**config.mk**
```make
export PLATFORM = sky130hd
export DESIGN_NAME = arp_cache_and_responder_core
export DESIGN_NICKNAME = d
export VERILOG_FILES = /design/src/hdl/arpc_pkg.sv /design/src/hdl/arp_cache_and_responder_core.sv /design/src/hdl/arpc_table.sv
export SDC_FILE = /design/constraint.sdc
export NUM_CORES = 1
export LEC_CHECK = 0
export ABC_AREA = 1
export BUFFER_PORTS_ARGS = -buffer_cell sky130_fd_sc_hd__buf_2
export CAP_MARGIN = 25
export CORE_MARGIN = 10
export CORE_UTILIZATION = 40
export CTS_CLUSTER_DIAMETER = 80
export DETAILED_ROUTE_END_ITERATION = 8
export SETUP_SLACK_MARGIN = 0.4
export SLEW_MARGIN = 10
export SYNTH_ARGS = -nofsm -noshare
export SYNTH_HDL_FRONTEND = slang
export SYNTH_HIERARCHICAL = 1
export SYNTH_SLANG_ARGS = --single-unit
```
**constraint.sdc**
```tcl
create_clock -name clk -period 31.1 [get_ports clk]
set_input_delay 6.22 -clock clk [delete_from_list [all_inputs] [get_ports clk]]
set_output_delay 6.22 -clock clk [all_outputs]
set_load 0.1 [all_outputs]
```
**src/hdl/arpc_pkg.sv**
```systemverilog
`default_nettype none

package arpc_pkg;

  localparam int TABLE_ENTRIES = 4;
  localparam int IDX_W = (TABLE_ENTRIES > 1) ? $clog2(TABLE_ENTRIES) : 1;
  localparam logic [IDX_W-1:0] LAST_IDX = IDX_W'(TABLE_ENTRIES - 1);

  localparam int CFG_IDX_W  = 2;
  localparam int CFG_DATA_W = 48;
  localparam logic [CFG_IDX_W-1:0] CFG_OWN_IP  = 2'd0;
  localparam logic [CFG_IDX_W-1:0] CFG_OWN_MAC = 2'd1;

  localparam logic REQ_RESOLVE = 1'b0;
  localparam logic REQ_PACKET  = 1'b1;

  localparam logic [2:0] ST_HIT   = 3'd0;
  localparam logic [2:0] ST_MISS  = 3'd1;
  localparam logic [2:0] ST_DROP  = 3'd2;
  localparam logic [2:0] ST_LEARN = 3'd3;
  localparam logic [2:0] ST_REPLY = 3'd4;

  localparam logic [10:0] MIN_ARP_LEN = 11'd28;
  localparam logic [15:0] HW_ETHERNET = 16'h0001;
  localparam logic [15:0] PROTO_IPV4  = 16'h0800;
  localparam logic [15:0] OP_REQUEST  = 16'h0001;

  localparam logic [1:0] TX_OP_NONE    = 2'd0;
  localparam logic [1:0] TX_OP_REQUEST = 2'd1;
  localparam logic [1:0] TX_OP_REPLY   = 2'd2;

  localparam logic [47:0] MAC_BROADCAST = 48'hFFFF_FFFF_FFFF;

  typedef struct packed {
    logic        req_type;
    logic [31:0] lookup_ip;
    logic [10:0] frame_len;
    logic [15:0] hw_type;
    logic [15:0] proto_type;
    logic [15:0] opcode;
    logic [47:0] sender_mac;
    logic [31:0] src_ip;
    logic [31:0] target_ip;
  } in_item_t;

  typedef struct packed {
    logic [2:0]  status;
    logic [47:0] resolved_mac;
    logic        tx_valid;
    logic [1:0]  tx_opcode;
    logic [47:0] tx_dest_mac;
    logic [47:0] tx_target_hw;
    logic [31:0] tx_target_ip;
  } out_item_t;

  typedef struct packed {
    logic [31:0] ip;
    logic [47:0] mac;
  } entry_t;

  typedef struct packed {
    logic [IDX_W-1:0] rd_idx;
    logic             wr_en;
    logic [IDX_W-1:0] wr_idx;
    entry_t           wr_entry;
  } tbl_ctrl_t;

endpackage

`default_nettype wire

```
**src/hdl/arp_cache_and_responder_core.sv**
```systemverilog
// A dropped packet goes straight from S_IDLE to S_FIN; otherwise the table
// is scanned one entry a cycle through the registered read port in S_SCAN, checking
// entries until the first match, else all TABLE_ENTRIES, before S_FIN registers the result.
// Throughput: one item at a time; start may be taken in the cycle the result is shown.
// Reset clears the table valid bits, own IP and control state; table data is not cleared.
`default_nettype none

module arp_cache_and_responder_core (
  input  wire                                 clk,
  input  wire                                 rst_n,
  input  wire                                 start,
  output logic                                busy,
  input  arpc_pkg::in_item_t                  in_item,
  output logic                                out_valid,
  output arpc_pkg::out_item_t                 out_item,
  input  wire                                 cfg_valid,
  output logic                                cfg_ready,
  input  wire  [arpc_pkg::CFG_IDX_W-1:0]      cfg_index,
  input  wire  [arpc_pkg::CFG_DATA_W-1:0]     cfg_data
);

  typedef enum logic [1:0] {S_IDLE, S_SCAN, S_FIN} state_t;

  state_t                        state_r;
  arpc_pkg::in_item_t            item_r;
  logic                          drop_r;
  logic [arpc_pkg::IDX_W-1:0]    idx_r;
  logic                          chk_vld_r;
  logic [arpc_pkg::IDX_W-1:0]    chk_idx_r;
  logic                          hit_r;
  logic [arpc_pkg::IDX_W-1:0]    hit_idx_r;
  logic [47:0]                   hit_mac_r;
  logic                          free_found_r;
  logic [arpc_pkg::IDX_W-1:0]    free_idx_r;
  logic [31:0]                   own_ip_r;
  logic                          out_valid_r;
  arpc_pkg::out_item_t           out_item_r;

  arpc_pkg::tbl_ctrl_t           tbl_ctrl;
  arpc_pkg::entry_t              rd_entry;
  logic                          rd_valid;

  logic                          accept;
  logic                          bad_pkt;
  logic [31:0]                   key;
  logic                          match;
  logic [arpc_pkg::IDX_W-1:0]    slot;
  arpc_pkg::out_item_t           res;

  assign accept    = start && (state_r == S_IDLE);
  assign busy      = (state_r != S_IDLE);
  assign cfg_ready = 1'b1;

  assign bad_pkt = (in_item.frame_len < arpc_pkg::MIN_ARP_LEN) ||
                   (in_item.hw_type != arpc_pkg::HW_ETHERNET) ||
                   (in_item.proto_type != arpc_pkg::PROTO_IPV4);

  assign key   = (item_r.req_type == arpc_pkg::REQ_PACKET) ? item_r.src_ip
                                                            : item_r.lookup_ip;
  assign match = chk_vld_r && rd_valid && (rd_entry.ip == key);
  assign slot  = hit_r ? hit_idx_r : (free_found_r ? free_idx_r : '0);

  always_comb begin
    tbl_ctrl.rd_idx       = idx_r;
    tbl_ctrl.wr_en        = (state_r == S_FIN) && (item_r.req_type == arpc_pkg::REQ_PACKET)
                            && !drop_r;
    tbl_ctrl.wr_idx       = slot;
    tbl_ctrl.wr_entry.ip  = item_r.src_ip;
    tbl_ctrl.wr_entry.mac = item_r.sender_mac;
  end

  always_comb begin
    res = '0;
    if (item_r.req_type == arpc_pkg::REQ_RESOLVE) begin
      if (hit_r) begin
        res.status       = arpc_pkg::ST_HIT;
        res.resolved_mac = hit_mac_r;
      end else begin
        res.status       = arpc_pkg::ST_MISS;
        res.tx_valid     = 1'b1;
        res.tx_opcode    = arpc_pkg::TX_OP_REQUEST;
        res.tx_dest_mac  = arpc_pkg::MAC_BROADCAST;
        res.tx_target_hw = arpc_pkg::MAC_BROADCAST;
        res.tx_target_ip = item_r.lookup_ip;
      end
    end else if (drop_r) begin
      res.status = arpc_pkg::ST_DROP;
    end else if ((item_r.opcode == arpc_pkg::OP_REQUEST) && (item_r.target_ip == own_ip_r)) begin
      res.status       = arpc_pkg::ST_REPLY;
      res.tx_valid     = 1'b1;
      res.tx_opcode    = arpc_pkg::TX_OP_REPLY;
      res.tx_dest_mac  = item_r.sender_mac;
      res.tx_target_hw = item_r.sender_mac;
      res.tx_target_ip = item_r.src_ip;
    end else begin
      res.status = arpc_pkg::ST_LEARN;
    end
  end

  // own MAC is accepted on the port but feeds no result field
  always_ff @(posedge clk) begin
    if (!rst_n) begin
      own_ip_r <= '0;
    end else if (cfg_valid && cfg_ready && (cfg_index == arpc_pkg::CFG_OWN_IP)) begin
      own_ip_r <= cfg_data[31:0];
    end
  end

  always_ff @(posedge clk) begin
    if (!rst_n) begin
      state_r      <= S_IDLE;
      out_valid_r  <= 1'b0;
      idx_r        <= '0;
      chk_vld_r    <= 1'b0;
      hit_r        <= 1'b0;
      free_found_r <= 1'b0;
    end else begin
      out_valid_r <= 1'b0;
      unique case (state_r)
        S_IDLE: begin
          if (accept) begin
            item_r       <= in_item;
            drop_r       <= (in_item.req_type == arpc_pkg::REQ_PACKET) && bad_pkt;
            idx_r        <= '0;
            chk_vld_r    <= 1'b0;
            hit_r        <= 1'b0;
            free_found_r <= 1'b0;
            if ((in_item.req_type == arpc_pkg::REQ_PACKET) && bad_pkt) begin
              state_r <= S_FIN;
            end else begin
              state_r <= S_SCAN;
            end
          end
        end
        S_SCAN: begin
          chk_vld_r <= 1'b1;
          chk_idx_r <= idx_r;
          if (idx_r != arpc_pkg::LAST_IDX) begin
            idx_r <= idx_r + 1'b1;
          end
          if (chk_vld_r) begin
            if (match) begin
              hit_r     <= 1'b1;
              hit_idx_r <= chk_idx_r;
              hit_mac_r <= rd_entry.mac;
              state_r   <= S_FIN;
            end else begin
              if (!rd_valid && !free_found_r) begin
                free_found_r <= 1'b1;
                free_idx_r   <= chk_idx_r;
              end
              if (chk_idx_r == arpc_pkg::LAST_IDX) begin
                state_r <= S_FIN;
              end
            end
          end
        end
        S_FIN: begin
          out_item_r  <= res;
          out_valid_r <= 1'b1;
          state_r     <= S_IDLE;
        end
        default: begin
          state_r <= S_IDLE;
        end
      endcase
    end
  end

  assign out_valid = out_valid_r;
  assign out_item  = out_item_r;

  arpc_table u_table (
    .clk      (clk),
    .rst_n    (rst_n),
    .ctrl     (tbl_ctrl),
    .rd_entry (rd_entry),
    .rd_valid (rd_valid)
  );

endmodule

`default_nettype wire

```
**src/hdl/arpc_table.sv**
```systemverilog
`default_nettype none

module arpc_table (
  input  wire                      clk,
  input  wire                      rst_n,
  input  arpc_pkg::tbl_ctrl_t      ctrl,
  output arpc_pkg::entry_t         rd_entry,
  output logic                     rd_valid
);

  arpc_pkg::entry_t                           mem [arpc_pkg::TABLE_ENTRIES];
  logic [arpc_pkg::TABLE_ENTRIES-1:0]         valid_r;
  arpc_pkg::entry_t                           rd_entry_r;
  logic                                       rd_valid_r;

  always_ff @(posedge clk) begin
    if (ctrl.wr_en) begin
      mem[ctrl.wr_idx] <= ctrl.wr_entry;
    end
    rd_entry_r <= mem[ctrl.rd_idx];
  end

  always_ff @(posedge clk) begin
    if (!rst_n) begin
      valid_r    <= '0;
      rd_valid_r <= 1'b0;
    end else begin
      if (ctrl.wr_en) begin
        valid_r[ctrl.wr_idx] <= 1'b1;
      end
      rd_valid_r <= valid_r[ctrl.rd_idx];
    end
  end

  assign rd_entry = rd_entry_r;
  assign rd_valid = rd_valid_r;

endmodule

`default_nettype wire

```
==> out/results.ini, run 1 <==
[clocking]
cts_tree = done
cts_sinks = 795
numCtsBuffers = 85
cts_setup_buffers = 0
root_buffer = clkbuf_16
clkTransAtPathRegs_ps = 60
htreeDepth = 3
clockBufferDepth = 3
cts_resized = 0
cts_hold_buf = 0
worstSkewPairLatency_ps = 650

[setup_path]
cp-start-kind = input pin
critPathCaptureType = register
arrival_ps = 8980
path_class = in -> reg
critical_path.max_fanout = 58
cp.required_ps = 31360

[timing]
finalSetupTns_ps = 0
slew_viol_final = 0
period_needed_ps = 8720
setup_violations = 0
grt_setup_unrepaired = no
timing.fmax_ghz = 0.115
worst_pin_slew_ps = 1010
hold_viol = 0
clock_skew_ps = 26.6
final.period_utilization_pct = 28.0
slew_headroom_pct = 32.5

[cells_and_area]
areaGrowthSynthToFinish_pct = 17.8
regArea_sq_um = 22600
diodes = 0
multi_input_area_sq_um = 5540
drive_gt1_share_pct = 25.8
nets = 2909
nFillCells = 6619

[floorplan]
rows = 100
die_h_um = 294
die_x_um = 294
die_area_sq_um = 86200
start_util_pct = 40.3
num_io_pins = 443
coreArea_sq_um = 74300

[synth]
synth-seq-area-share_pct = 75.6
yosys-top-cells-area = edfxtp_1, dfxtp_1, nor2_1
synthArstFlopShare_pct = 0
synthCells = 2258
synth_seq_cells = 795
yosys_warnings = 6
synth_nets = 2517
netlist_area_sq_um = 29900
synth_edf_count = 670
yosysTopAreaCell = edfxtp_1
synth_cell_type_count = 41
synth_top_flop_cell = edfxtp_1
syn_area_per_cell_sq_um = 13.3
synth_top_area_share_pct = 67.2

[power]
peakVddDrop_mv = 0.0399
totalPowerFinal_mw = 2.43
p_per_area_nw_per_um2 = 68.9
p_leak_nw = 13.5

[global_routing]
grt_pass1_vias = 18604
grt_overflow = 0
grt_pass1_wl_mm = 108
grt_max_degree = 123
grt.total_usage_pct = 16.4
antenna_found_initial = 3

[routing]
viasPerCell = 4.85
drc = 0
vias = 17917
routedWlPerCell_um = 19.7
drtIter0Drc = 1094
antenna_left = 0
wl_mm = 72.6
dr.pass1.iters = 5

[placed_design]
dp_hpwl_mm = 44.7
port-buffer-count = 423
gp_congestion = 0.829

[worst_hold_path]
min_path_type = reg -> reg

[flow_run]
maxCapViolCount = 0

[outcome]
status = finished, final reports clean

-- state kept, by name, indices dropped and copies added, names as in the netlist, 4 cells and up --
signal,count
u_table/valid_r,4
own_ip_r,32
out_item,134
u_table/mem,320
u_table/rd_entry,80
item_r,161
hit_mac_r,48
-- layout make-up --
class / instances / share of cell area (%)
timing repair buffer: 444 / 6.64
clock inverter: 40 / 1.28
inverter: 186 / 2.04
tap: 969 / 3.44
clock buffer: 119 / 6.71
multi-input combinational: 1138 / 15.7
sequential: 795 / 64.2
-- critical path, stage by stage --
cell and delay, ps:
buf_2 560, clkinv_1 510, nor3_2 450, buf_4 430, buf_4 710
-- report_power, final --
group	leakage, nW	total [mW]	switching [mW]	internal [mW]
sequential	7.15	1.23	0.0258	1.20
combinational	4.97	0.198	0.150	0.0484
clock	1.35	1.00	0.422	0.581
total	13.5	2.43	0.598	1.83
-- final timing paths --
| kind | startpoint | to | slack, ps | cells after the start |
|---|---|---|---|---|
| worst max register to register | item_r[203] | u_table/mem[3][27] | 27120 | 8 |
| worst min-delay path | u_table/rd_entry[35] | hit_mac_r[35] | 400 | 0 |
| worst max-delay path | rst_n | item_r[99] | 22380 | 5 |
| worst min register to register | u_table/rd_entry[35] | hit_mac_r[35] | 400 | 0 |
-- layer usage --
metal / vias up / routed length (um) / track usage, %
li1: 8545 / - / -
met5: - / 29 / 0
met3: 137 / 4400 / 3.89
met4: 4 / 2120 / 5.52
met2: 522 / 35700 / 28.1
met1: 8709 / 30300 / 20.1
-- kinds of logic (layout without fill, tap and decap cells) --
family	after synthesis	count (layout)	synth area share (%)
XOR/XNOR	20	20	0.585
AND/OR/NAND/NOR	718	718	9.83
AO/OA/AOI/OAI	398	398	7.96
adder cells (fa/ha/maj)	1	1	0.0418
flip-flops	795	795	75.6
buffers and inverters	325	789	6.00
other	1	1	0.0125
-- cell usage after synthesis, types with 12 or more instances --
| cell | count |
|---|---|
| edfxtp_1 | 670 |
| nor2_1 | 373 |
| nand2_1 | 240 |
| inv_1 | 182 |
| o21ai_0 | 130 |
| o21ai_1 | 129 |
| dfxtp_1 | 125 |
| o21ai_2 | 96 |
| buf_4 | 57 |
| nand3_1 | 32 |
| clkbuf_1 | 30 |
| a21oi_1 | 27 |
| buf_6 | 27 |
| buf_2 | 17 |
| nand3b_1 | 17 |
| xnor2_1 | 15 |
| nand4_1 | 13 |
| or2_2 | 12 |
-- stage by stage --
stage | std cells | setup WS [ps] | utilization, % | area [sq um] | hold WS (ps)
2_1_floorplan | 2258 | 12500 | - | 29900 | 386
5_1_grt | 3691 | 22160 | 47.4 | 35300 | 405
6_report | 3691 | 22380 | 47.4 | 35300 | 397
4_1_cts | 3689 | 22320 | 47.4 | 35200 | 401
3_5_place_dp | 3530 | 21610 | 43.6 | 32400 | 389
3_3_place_gp | 3529 | 21650 | 43.5 | 32400 | 386
-- placed cells by master (no fill, tap or decap), drive strengths merged, types with 5 or more instances in the layout --
cell,Yosys,routed
edfxtp,670,670
buf,109,444
nor2,379,379
o21ai,355,355
nand2,242,242
inv,185,191
dfxtp,125,125
clkbuf,30,119
nand3,33,33
a21oi,27,27
clkinv,1,24
nand3b,17,17
xnor2,15,15
nand4,13,13
or2,12,12
nor3,11,11
nor4,10,10
o22ai,7,7
clkinvlp,0,6
xor2,5,5
bufinv,0,5
No activity file was read; power rests on OpenSTA's default activity.
==> run 2, diff against run 1 <==
--- a/config.mk
+++ b/config.mk
@@ -5,7 +5,7 @@
 export SDC_FILE = /design/constraint.sdc
 export NUM_CORES = 1
 export LEC_CHECK = 0
-export ABC_AREA = 1
+export ABC_AREA = 0
 export BUFFER_PORTS_ARGS = -buffer_cell sky130_fd_sc_hd__buf_2
 export CAP_MARGIN = 25
 export CORE_MARGIN = 10
==> constraint.sdc (replaced) <==
create_clock -name clk -period 7.95 [get_ports clk]
set_input_delay 1.59 -clock clk [delete_from_list [all_inputs] [get_ports clk]]
set_output_delay 1.59 -clock clk [all_outputs]
set_load 0.1 [all_outputs]
==> run 2 against run 1 <==
  * Sequential share of layout area is 2.6 points higher
  * Critical path depth is 3 higher
  * Core utilization is 0.95 points higher
  * Clock power grew to 3.9 times the previous value
  * Highest routed layer unchanged
  * Largest power group unchanged
  * Hold slack worse by 4.0 ps
==> out/results.ini, run 2 <==
[setup_path]
slowest_stage = buf_4
cp.required_ps = 8180
critical_path.max_fanout = 50
cp_common_cell = buf_4
path_class = reg -> reg
reg2reg_to = hit_mac_r[47]
endpoint = hit_mac_r[47]
cp-start-kind = register
crit_path_cell_trace = buf_4 > mux2i_1 > xnor2_1 > nor4_1 > nand3_1 > or4_1 > nor4_4 > buf_4
r2r_start = item_r[203]
critPathCaptureType = register
rr_worst_depth = 8
r2r_setup_slack_ps = 4130
arrival_ps = 4050
setup.worst_path.start = item_r[203]
max_stage_delay_ps = 710

[power]
peakVddDrop_mv = 0.158
p_per_area_nw_per_um2 = 273
totalPowerFinal_mw = 9.25
p_leak_nw = 12.1

[global_routing]
grt.total_usage_pct = 15.5
use_met2_pct = 26.5
grt_overflow = 0
grt_max_degree = 66
use_met3_pct = 4.62
use_met1_pct = 18.8
antenna_found_initial = 11
grt_pass1_vias = 15336
top_usage_layer = met2
grt_pass1_wl_mm = 95.7

[clocking]
clockBufferDepth = 3
cts_tree = done
clkTransAtPathRegs_ps = 60
cts_setup_buffers = 0
cts_sinks = 795
cts_hold_buf = 0
numCtsBuffers = 84
root_buffer = clkbuf_16
cts_resized = 0
htreeDepth = 3
worstSkewPairLatency_ps = 630

[synth]
synth_seq_cells = 795
netlist_area_sq_um = 28200
yosys_warnings = 6
syn_area_per_cell_sq_um = 19.9
yosys-top-cells-area = edfxtp_1, dfxtp_1, mux4_2
synthCells = 1416
synth_commonest_cells = edfxtp_1, dfxtp_1, mux4_2
synthArstFlopShare_pct = 0
synth-seq-area-share_pct = 80.1
synth_cell_type_count = 51
yosysMostFrequentCell = edfxtp_1
synth_nets = 1675
yosysTopAreaCell = edfxtp_1
synth_top_area_share_pct = 71.3
synth_edf_count = 670
synth_top_flop_cell = edfxtp_1

[cells_and_area]
drive_gt1_share_pct = 34.8
areaGrowthSynthToFinish_pct = 20.0
nets = 2102
stdcell_area_sq_um = 33900
nFillCells = 5866
largest_reg_flops = 320
final_cell_mix = edfxtp_1, buf_2, dfxtp_1, clkbuf_16, mux4_2
layout_commonest_cell = edfxtp_1
fin_cells = 2853
regMostFlops = u_table/mem
fin_util_pct = 48.4

[timing]
worst_pin_slew_ps = 950
final.period_utilization_pct = 48.1
timing.fmax_ghz = 0.262
slew_headroom_pct = 36.7
grt_setup_unrepaired = no
period_needed_ps = 3820
hold_viol = 0
clock_skew_ps = 31.6
finalSetupTns_ps = 0
slew_viol_final = 0
setup_violations = 0

[routing]
drtIter0Drc = 663
routedWlPerCell_um = 22.5
dr.pass1.iters = 5
drc = 0
wl_mm = 64.1
viasPerCell = 4.92
antenna_left = 0
vias = 14032

[floorplan]
coreArea_sq_um = 70000
die_x_um = 286
die_h_um = 286
rows = 97
die_area_sq_um = 81600
num_io_pins = 443
start_util_pct = 40.3

[placed_design]
gp_congestion = 0.832
dp_hpwl_mm = 40.3
port-buffer-count = 423
postPlaceCellArea_sq_um = 31000
dp.cells = 2696

[worst_hold_path]
min_path_type = reg -> reg

[flow_run]
maxCapViolCount = 0

[outcome]
status = finished, final reports clean

-- run 2: cell types whose count changed in the layout (fill, tap and decap cells not counted), sizes merged, moves of 24 or more --
cell and change:
mux2i +32, nand3 -30, nor2 -370, a22o +34, a21o +45, a21boi +31
o21ai -352, and2 +51, nand2 -170, xor2 +24, inv -182, mux4 +81
a21oi -26
-- run 2: through the flow --
stage          setup slack (ps)  hold slack [ps]
6_report                   4130              393
5_1_grt                    3880              406
4_1_cts                    4060              397
3_5_place_dp               3800              389
3_3_place_gp               3850              387
2_1_floorplan               401              386
-- run 2: cell type report --
cell class              instances  area, sq um  area share (%)
inverters                       5         18.8          0.0554
clock buffers                 130         2530            7.47
flip-flops and latches        795        22600            66.8
diodes                          1         2.50         0.00738
well taps                     940         1180            3.47
clock inverters                25          304           0.897
multi-input cells             511         4900            14.5
repair buffers                446         2320            6.84
-- run 2: cell families (layout without fill, tap and decap cells) --
kind of cell,Yosys count,in the layout,synth area share (%)
flops,795,795,80.1
simple gates,198,198,3.81
compound gates,133,133,3.66
mux,114,114,7.64
buf+inv,110,606,2.71
xor+xnor,64,64,1.99
fa+ha+maj,1,1,0.0443
other cells,1,2,0.0133
-- run 2: critical path: cells and delay by family, from the launching register on --
family / cells / cell delay [ps]
XOR/XNOR: 1 / 150
buffers and inverters: 2 / 1290
flip-flops: 1 / 320
multiplexers: 1 / 290
AND/OR/NAND/NOR: 4 / 1230
-- run 2: worst min-delay path by stage --
stage | startpoint | to | slack, ps | cells after the start
CTS | u_table/rd_entry[16] | hit_mac_r[16] | 400 | 0
finish | u_table/rd_entry[16] | hit_mac_r[16] | 390 | 0
global route | u_table/rd_entry[33] | hit_mac_r[33] | 410 | 0
floorplan | u_table/rd_entry[0] | hit_mac_r[0] | 390 | 0
global placement | u_table/rd_entry[26] | hit_mac_r[26] | 390 | 0
detailed placement | u_table/rd_entry[16] | hit_mac_r[16] | 390 | 0
-- run 2: layer usage --
layer / wire length [um] / part of all wire [%]
met1: 26200 / 41
met2: 32000 / 50
met3: 4400 / 6.9
met4: 1500 / 2.3
met5: 74 / 0.12
-- run 2: power breakdown --
part / internal [mW] / switching, mW
sequential: 4.66 / 0.0935
combinational: 0.184 / 0.379
clock: 2.37 / 1.57
total: 7.21 / 2.04
